==> config.mk <==
export PLATFORM = sky130hd
export DESIGN_NAME = sorted_priority_queue
export DESIGN_NICKNAME = d
export VERILOG_FILES = /design/src/hdl/spq_pkg.sv /design/src/hdl/spq_cell.sv /design/src/hdl/sorted_priority_queue.sv
export VERILOG_INCLUDE_DIRS = /design/src /design/src/hdl
export SDC_FILE = /design/constraint.sdc
export NUM_CORES = 2
export LEC_CHECK = 0
export BUFFER_PORTS_ARGS = -buffer_cell sky130_fd_sc_hd__buf_2
export CORE_MARGIN = 4
export CORE_UTILIZATION = 45
export CTS_BUF_LIST = sky130_fd_sc_hd__clkbuf_8
export CTS_CLUSTER_SIZE = 14
export DETAILED_ROUTE_END_ITERATION = 10
export PLACE_DENSITY = 0.7
export RECOVER_POWER = 50
export SLEW_MARGIN = 20
export SYNTH_ARGS = -nofsm -noshare
export SYNTH_HDL_FRONTEND = slang
export SYNTH_SLANG_ARGS = --single-unit
export TNS_END_PERCENT = 1
==> constraint.sdc <==
create_clock -name clk -period 12 [get_ports clk]
set_input_delay 0.6 -clock clk [delete_from_list [all_inputs] [get_ports clk]]
set_output_delay 0.6 -clock clk [all_outputs]
set_load 0.005 [all_outputs]
==> src/hdl/sorted_priority_queue_assert.svh <==
// ----------------------------------------------------------------------------
// Assertion macros for the sorted priority queue
// Concurrent checks that drop out when building for synthesis.
// ----------------------------------------------------------------------------
`ifndef SORTED_PRIORITY_QUEUE_ASSERT_SVH
`define SORTED_PRIORITY_QUEUE_ASSERT_SVH

`ifndef SYNTHESIS

// check cons in the same cycle as ante
`define SPQ_ASSERT_SAME(label, clk, rst_n, ante, cons) \
	label: assert property (@(posedge clk) disable iff (!rst_n) (ante) |-> (cons)) \
	else $error("sorted_priority_queue: same-cycle check failed");

// check cons in the cycle after ante
`define SPQ_ASSERT_NEXT(label, clk, rst_n, ante, cons) \
	label: assert property (@(posedge clk) disable iff (!rst_n) (ante) |=> (cons)) \
	else $error("sorted_priority_queue: next-cycle check failed");

`else

`define SPQ_ASSERT_SAME(label, clk, rst_n, ante, cons)
`define SPQ_ASSERT_NEXT(label, clk, rst_n, ante, cons)

`endif

`endif

==> src/hdl/spq_pkg.sv <==
// ----------------------------------------------------------------------------
// Sorted priority queue package
// Sizes, status codes and the command bundle shared by the cells.
// ----------------------------------------------------------------------------
package spq_pkg;

	localparam int DEPTH  = 16;
	localparam int DATA_W = 32;
	localparam int CNT_W  = $clog2(DEPTH + 1);
	localparam int FILL_W = 5;

	typedef enum logic [1:0] {
		ST_OK    = 2'd0,
		ST_FULL  = 2'd1,
		ST_EMPTY = 2'd2
	} status_t;

	typedef struct packed {
		logic                     push;
		logic                     pop;
		logic signed [DATA_W-1:0] value;
	} spq_cmd_t;

endpackage

==> src/hdl/spq_cell.sv <==
// ----------------------------------------------------------------------------
// Sorted priority queue cell
// Holds one entry of the descending chain; keeps, takes the new item, or
// takes a neighbor's entry.
// ----------------------------------------------------------------------------
module spq_cell (
	input  logic                             clk,
	input  spq_pkg::spq_cmd_t                cmd,
	input  logic                             occ,
	input  logic                             prev_keep,
	input  logic signed [spq_pkg::DATA_W-1:0] prev_entry,
	input  logic signed [spq_pkg::DATA_W-1:0] next_entry,
	output logic                             keep,
	output logic signed [spq_pkg::DATA_W-1:0] entry
);
	import spq_pkg::*;

	logic signed [DATA_W-1:0] entry_q;

	assign keep  = occ && ($signed(entry_q) >= $signed(cmd.value));
	assign entry = entry_q;

	always_ff @(posedge clk) begin
		if (cmd.pop) begin
			entry_q <= next_entry;
		end else if (cmd.push) begin
			if (keep) begin
				entry_q <= entry_q;
			end else if (prev_keep) begin
				entry_q <= cmd.value;
			end else begin
				entry_q <= prev_entry;
			end
		end
	end

endmodule

==> src/hdl/sorted_priority_queue.sv <==
// ----------------------------------------------------------------------------
// Sorted priority queue
// An accepted item's result lands in the output register on the next clock.
// Throughput: one item per cycle; a stalled result holds off the input.
// Reset clears the count and output valid; entries stay undefined until written.
// ----------------------------------------------------------------------------
`include "sorted_priority_queue_assert.svh"

module sorted_priority_queue (
	input  logic                              clk,
	input  logic                              arst_n,
	input  logic                              in_valid,
	output logic                              in_stall,
	input  logic                              req_type,
	input  logic signed [spq_pkg::DATA_W-1:0] value,
	output logic                              out_valid,
	input  logic                              out_stall,
	output logic signed [spq_pkg::DATA_W-1:0] popped_value,
	output logic [1:0]                        status,
	output logic [spq_pkg::FILL_W-1:0]        fill_count
);
	import spq_pkg::*;

	logic                     accept;
	logic                     full;
	logic                     empty;
	spq_cmd_t                 cmd;
	logic [CNT_W-1:0]         count_q;
	logic [CNT_W-1:0]         count_d;
	logic                     out_valid_q;
	logic signed [DATA_W-1:0] popped_value_q;
	status_t                  status_q;
	logic [FILL_W-1:0]        fill_count_q;
	logic signed [DATA_W-1:0] entry_w [DEPTH];
	logic                     keep_w  [DEPTH];

	assign in_stall = out_valid_q && out_stall;
	assign accept   = in_valid && !in_stall;
	assign full     = (count_q == CNT_W'(DEPTH));
	assign empty    = (count_q == '0);

	assign cmd.push  = accept && !req_type && !full;
	assign cmd.pop   = accept && req_type && !empty;
	assign cmd.value = value;

	always_comb begin
		count_d = count_q;
		if (cmd.push) begin
			count_d = count_q + CNT_W'(1);
		end else if (cmd.pop) begin
			count_d = count_q - CNT_W'(1);
		end
	end

	for (genvar i = 0; i < DEPTH; i++) begin : g_cell
		logic                     prev_keep_w;
		logic signed [DATA_W-1:0] prev_entry_w;
		logic signed [DATA_W-1:0] next_entry_w;

		if (i == 0) begin : g_first
			assign prev_keep_w  = 1'b1;
			assign prev_entry_w = '0;
		end else begin : g_mid
			assign prev_keep_w  = keep_w[i-1];
			assign prev_entry_w = entry_w[i-1];
		end

		if (i == DEPTH - 1) begin : g_last
			assign next_entry_w = entry_w[i];
		end else begin : g_inner
			assign next_entry_w = entry_w[i+1];
		end

		spq_cell u_cell (
			.clk        (clk),
			.cmd        (cmd),
			.occ        (CNT_W'(i) < count_q),
			.prev_keep  (prev_keep_w),
			.prev_entry (prev_entry_w),
			.next_entry (next_entry_w),
			.keep       (keep_w[i]),
			.entry      (entry_w[i])
		);
	end

	always_ff @(posedge clk or negedge arst_n) begin
		if (!arst_n) begin
			count_q     <= '0;
			out_valid_q <= 1'b0;
		end else begin
			count_q <= count_d;
			if (accept) begin
				out_valid_q <= 1'b1;
			end else if (!out_stall) begin
				out_valid_q <= 1'b0;
			end
		end
	end

	always_ff @(posedge clk) begin
		if (accept) begin
			popped_value_q <= cmd.pop ? entry_w[0] : '0;
			fill_count_q   <= FILL_W'(count_d);
			if (!req_type && full) begin
				status_q <= ST_FULL;
			end else if (req_type && empty) begin
				status_q <= ST_EMPTY;
			end else begin
				status_q <= ST_OK;
			end
		end
	end

	assign out_valid    = out_valid_q;
	assign popped_value = popped_value_q;
	assign status       = status_q;
	assign fill_count   = fill_count_q;

	`SPQ_ASSERT_SAME(a_count_bound, clk, arst_n, 1'b1, count_q <= CNT_W'(DEPTH))
	`SPQ_ASSERT_NEXT(a_full_drop, clk, arst_n, accept && !req_type && full, status_q == ST_FULL && $stable(count_q))
	`SPQ_ASSERT_NEXT(a_pop_count, clk, arst_n, cmd.pop, count_q == CNT_W'($past(count_q) - CNT_W'(1)))
	`SPQ_ASSERT_SAME(a_order, clk, arst_n, count_q >= CNT_W'(2), entry_w[0] >= entry_w[1])

endmodule
==> After elaboration in Yosys (flattened, before gate mapping) <==
Cells that the tools add are included.
Widths: inputs -> output; s select.
{ "totals": {"register_bits": 557, "input_bits": 37, "output_inout_bits": 41, "elab_cells": 185} }
{ "op_classes": {"add_sub_neg": 2, "magnitude_cmp": 32, "n_eq_ne": 17, "mux": 65, "bitwise_logic": 2, "n_reduce_logical": 46} }
{ "op_table": {"columns": ["op", "count"], "rows": [
  ["$mux 32", 60],
  ["$ge 32x32->1", 16],
  ["$lt 4x5->1 const A", 8],
  ["$ne 2x2->1 const B", 15],
  ["$reduce_and 2->1", 15],
  ["$logic_and 1x1->1", 24],
  ["$lt 3x5->1 const A", 4],
  ["$lt 1x5->1 const A", 2],
  ["$lt 2x5->1 const A", 2],
  ["$mux 5", 2],
  ["$add 5x1->5 const B", 1],
  ["$eq 5x5->1 const B", 1],
  ["$logic_not 5->1", 1],
  ["$sub 5x1->5 const B", 1],
  ["$logic_not 1->1", 4],
  ["$reduce_and 3->1", 1],
  ["$mux 1", 2],
  ["$mux 2", 1],
  ["$ne 2x1->1 const B", 1],
  ["$not 1->1", 2],
  ["$reduce_bool 2->1", 1]
]} }

==> Logic depth before layout (Yosys ltp) <==
{ "depth": {"depth_word": 7, "depth_mapped": 13, "ltp_nobuf": 10} }

==> Cells and area by module <==
Synthesis repeated with hierarchy kept, for this count alone.
{ "hier_totals": {"cells_unflattened": 4269, "area_unflattened_um2": 41588.6} }
{ "modules_own_cells": {"columns": ["module", "n_inst", "cells_per_inst", "area_per_inst_um2", "seq_area_each_um2"], "rows": [
  ["spq_cell (g_cell[0].u_cell ...)", 15, 258, 2472.4, 960.9],
  ["spq_cell (g_cell[9].u_cell)", 1, 257, 2511.2, 960.9],
  ["sorted_priority_queue", 1, 142, 1991.9, 1321.3]
]} }

==> Worst setup path after synthesis <==
Ideal clock, no wire load.
{ "synth_path": {"kind": "input-to-reg", "start": "input value[21] (netlist name)", "end": "register g_cell[10].u_cell.entry_q[0], enable pin", "setup_ns": 0.466, "arrival_ns": 4.831, "required_time_ns": 11.534, "setup_slack_ns": 6.704, "cell_stages": 10, "n_path_buf": 2, "cell_sequence": "inv_1 -> ha_1 -> a21o_1 -> a21o_1 -> a221o_1 -> a21oi_1 -> a41oi_1 -> buf_2 -> buf_2 -> o21ai_0"} }
{ "synth_via": {"elab_chain_cells": 4} }
{ "synth_rtl": {"columns": ["item", "line_no", "rtl"], "rows": [
  ["start, declared", "sorted_priority_queue.sv:15", "input logic signed [spq_pkg::DATA_W-1:0] value,"],
  ["$ge 32x32->1", "spq_cell.sv:20", "assign keep = occ && ($signed(entry_q) >= $signed(cmd.value));"],
  ["$logic_and 1x1->1", "spq_cell.sv:20", null],
  ["$ne 2x2->1 (no source line)", null, null],
  ["$reduce_and 2->1 (no source line)", null, null],
  ["end signal, assigned", "spq_cell.sv:25", "entry_q <= next_entry;"],
  ["end signal, assigned", "spq_cell.sv:28", "entry_q <= entry_q;"],
  ["end signal, assigned", "spq_cell.sv:30", "entry_q <= cmd.value;"],
  ["end, declared", "spq_cell.sv:18", "logic signed [DATA_W-1:0] entry_q;"]
]} }
Every way passes these cells.
A chain may end at the register's enable or synchronous reset.

==> Worst setup path after layout <==
{ "layout_path": {"start": "register count_q[4]", "end": "register g_cell[14].u_cell.entry_q[9], enable pin"} }
{ "layout_via": {"elab_chain_cells": 5, "word_cells_on_any_way": 11, "classes_between": "order compare (1); eq/ne (2); reduce/logical (8)"} }
{ "layout_rtl": {"columns": ["item", "line_no", "rtl"], "rows": [
  ["start, declared", "sorted_priority_queue.sv:28", "logic [CNT_W-1:0] count_q;"],
  ["start signal, assigned", "sorted_priority_queue.sv:91", "count_q <= count_d;"],
  ["parallel branches: the longest is 4 deep, another holds $lt 4x5->1", null, null],
  ["$reduce_and 2->1 (no source line) (*)", null, null],
  ["end signal, assigned", "spq_cell.sv:28", null],
  ["end signal, assigned", "spq_cell.sv:30", null],
  ["end signal, assigned", "spq_cell.sv:32", "entry_q <= prev_entry;"],
  ["end, declared", "spq_cell.sv:18", null]
]} }
Mark *: on every way between the ends.

==> results.md <==
* Status: complete, but fails checks
* Failing checks: capacitance limit, slew limit
* Drt first pass iters at 6
* Routability cong. at 0.881
* Dominant cell type by area after synthesis: edfxtp_1
* Die area at 86,500 um2
* Layout cells sized above 1 at 0.0831
* CP required at 12.28 ns
* First-pass GRT wire length at 169,000 um
* Largest net degree at the start of global routing at 173
* Ys async rst share at 0.0108
* Seq cells post-synth at 557
* Clock sinks at 557
* Crit Path Class: flop to flop
* Most used DFF post-synth: edfxtp_1
* Worst-Skew Late Latency at 0.71 ns
* Synth unique cells at 71
* Avg Inst Size Synth at 10.8 um2
* Flop2flop setup slack at 4.34 ns
* Crit share post-route at 0.639
* Worst path top cell family by delay: buffers and inverters
* Synth Warn # at 0
* CP max stage cell: clkbuf_1
* Core area at 80,800 um2
* Final setup viols at 0
* Max-slew violation count at 866
* Routed vias/inst at 6.44
* Cell Pwr Density at 211 nW/um2
* HPWL after DPL at 79,000 um
* Fin. Hold Viols at 0
* Top post-synthesis cells by area: edfxtp_1 45%, ha_1 17%, a221o_1 9.7%, nor2_1 4.0%, nand2_1 3.7%
* Gates resized, CTS repair at 0
* CP bufs+invs at 3
* Seq/Total Area, Yosys at 0.453
* Vias post-DR at 29,600
* Worst-path fanout max at 60
* Initial DRC Count at 3,311
* Setup TNS at 0 ns
* CTS tree: yes
* Worst path cell trace: or2_0, nor2_1, a21oi_1, clkbuf_1, clkbuf_1, a21o_1, clkbuf_1
* CP arrival at 7.95 ns
* Post-layout util at 0.496
* Post-Synthesis Cells at 3,414
* Critical Path Start Type: flop
* Clock Path Buffers at 3
* Post-DR wirelength/cell at 23.9 um
* HP Class: primary input to flop
* Type of element capturing the critical path: flop
* PortBufs at 77
* Die outline height at 294 um
* Largest stage delay, worst path at 2.09 ns
* Worst Tran Pin Value at 4.40 ns
* Maxcap violations at 21
* Leading cell type by number of instances after synthesis: edfxtp_1
* RSZ-0062 raised after global routing: false
* Initial Util at 0.456
* Total Wirelength at 110,000 um
* Leak at 15.9 nW
* Area grow syn2layout at 8.77%
* Final nets at 3,998
* IO Pins at 78
* DRC violations left at 0
* Fin crit period at 7.66 ns
* # H-tree levels at 3
* Clock skew at 0.0340 ns
* Clk slew on worst S/H paths at 0.06 ns
* Via count of the first global-routing pass at 28,700
* Worst VDD drop at 0.0000908 V
* Mapped Area at 36,800 um2
* Number of flops mapped to enable cells by yosys at 551
* Rel. slew slack at -1.94
* Die Width at 294 um
* Synth cell count leaders: 551 x edfxtp_1, 515 x ha_1, 390 x nor2_1, 362 x nand2_1, 356 x a221o_1
* Root Buffer: clkbuf_8
* Total Power at 8.46 mW
* All-Layer GR Usage at 0.247
* Max Freq at 130 MHz
* Synthesized Nets at 3,966
* Row Count at 104
* Total grt overflow at 0
* Cts bufs inserted at 97
* Final ANT Viol Nets at 0
* Synth top area share at 0.449
* Top cell by count, worst path: clkbuf_1
* Fill cells at 7,275
* Initial antenna violation count at 4
[flip-flops by register name (all words and copies together) (netlist names)]
register and count:
count_q 5, status 2, popped_value 32, out_valid 1, g_cell.u_cell.entry 512, fill_count 5
[report_power, final]
| group | internal [mW] | switching, mW | leakage [nW] |
|---|---|---|---|
| clock | 0.937 | 0.868 | 1.09 |
| combinational | 1.30 | 1.91 | 9.53 |
| sequential | 2.95 | 0.487 | 5.31 |
[timing repair]
item | 4_1_cts | 5_1_grt
hold buffers | 1 | 0
setup buffers | 0 | 0
hold endpoints to repair | 6 | 0
[cell type report]
cell class,instances,area [um2],share of cell area
diodes,3,7.51,0.000187
clock buffers,105,1450,0.0361
clock inverters,75,483,0.0121
inverters,56,210,0.00525
multi-input cells,2582,19000,0.475
flip-flops and latches,557,16700,0.417
well taps,1060,1330,0.0331
repair buffers,152,856,0.0214
[metrics by stage]
step	hold WS (ns)	instance area [um2]	worst slack, ns	std cells
final	0.132	40100	4.34	4590
after global routing	0.102	40100	3.87	4588
after CTS	0.0911	40200	7.18	4586
after detailed placement	0.457	38300	7.17	4405
after global placement	0.450	38200	7.05	4404
after floorplan	0.304	36800	6.70	3414
[worst paths after layout]
kind,start,end,cells after the start
min in group asynchronous,arst_n,count_q[4],2
min,in_valid,out_valid,2
min reg2reg,out_valid,out_valid,2
max reg2reg,count_q[4],g_cell[14].u_cell.entry[9],7
max in group asynchronous,arst_n,count_q[0],2
max,count_q[4],g_cell[14].u_cell.entry[9],7
[metal layers]
metal,GRT usage,vias up,routed length (um)
li1,-,13500,-
met1,0.341,14500,46800
met2,0.403,1311,51700
met3,0.0379,235,8050
met4,0.0783,2,3010
met5,0,-,13
[logic make-up (layout without fill, tap and decap cells)]
| group | count (synthesis) | count (layout) | share of synthesized area |
|---|---|---|---|
| AOI/OAI and AO/OA | 925 | 925 | 0.193 |
| adders and majority gates | 515 | 515 | 0.175 |
| and+or+nand+nor | 1101 | 1101 | 0.134 |
| xor gates and xnor gates | 6 | 6 | 0.00143 |
| other | 0 | 3 | 0 |
| muxes | 35 | 35 | 0.0106 |
| buffers and inverters | 275 | 388 | 0.0331 |
| DFF | 557 | 557 | 0.453 |
[layout by cell type, fill, tap and decap left out, types with 62 or more instances in the layout]
master and count:
nor2_1 383, a221o_1 356, clkbuf_8 105, inv_1 87
nand4_1 74, a21o_1 62, nand3_1 104, o21ai_0 102
o211ai_1 67, nand2_1 361, edfxtp_1 551, a21oi_1 208
ha_1 515
No activity file was read; power rests on OpenSTA's default activity.
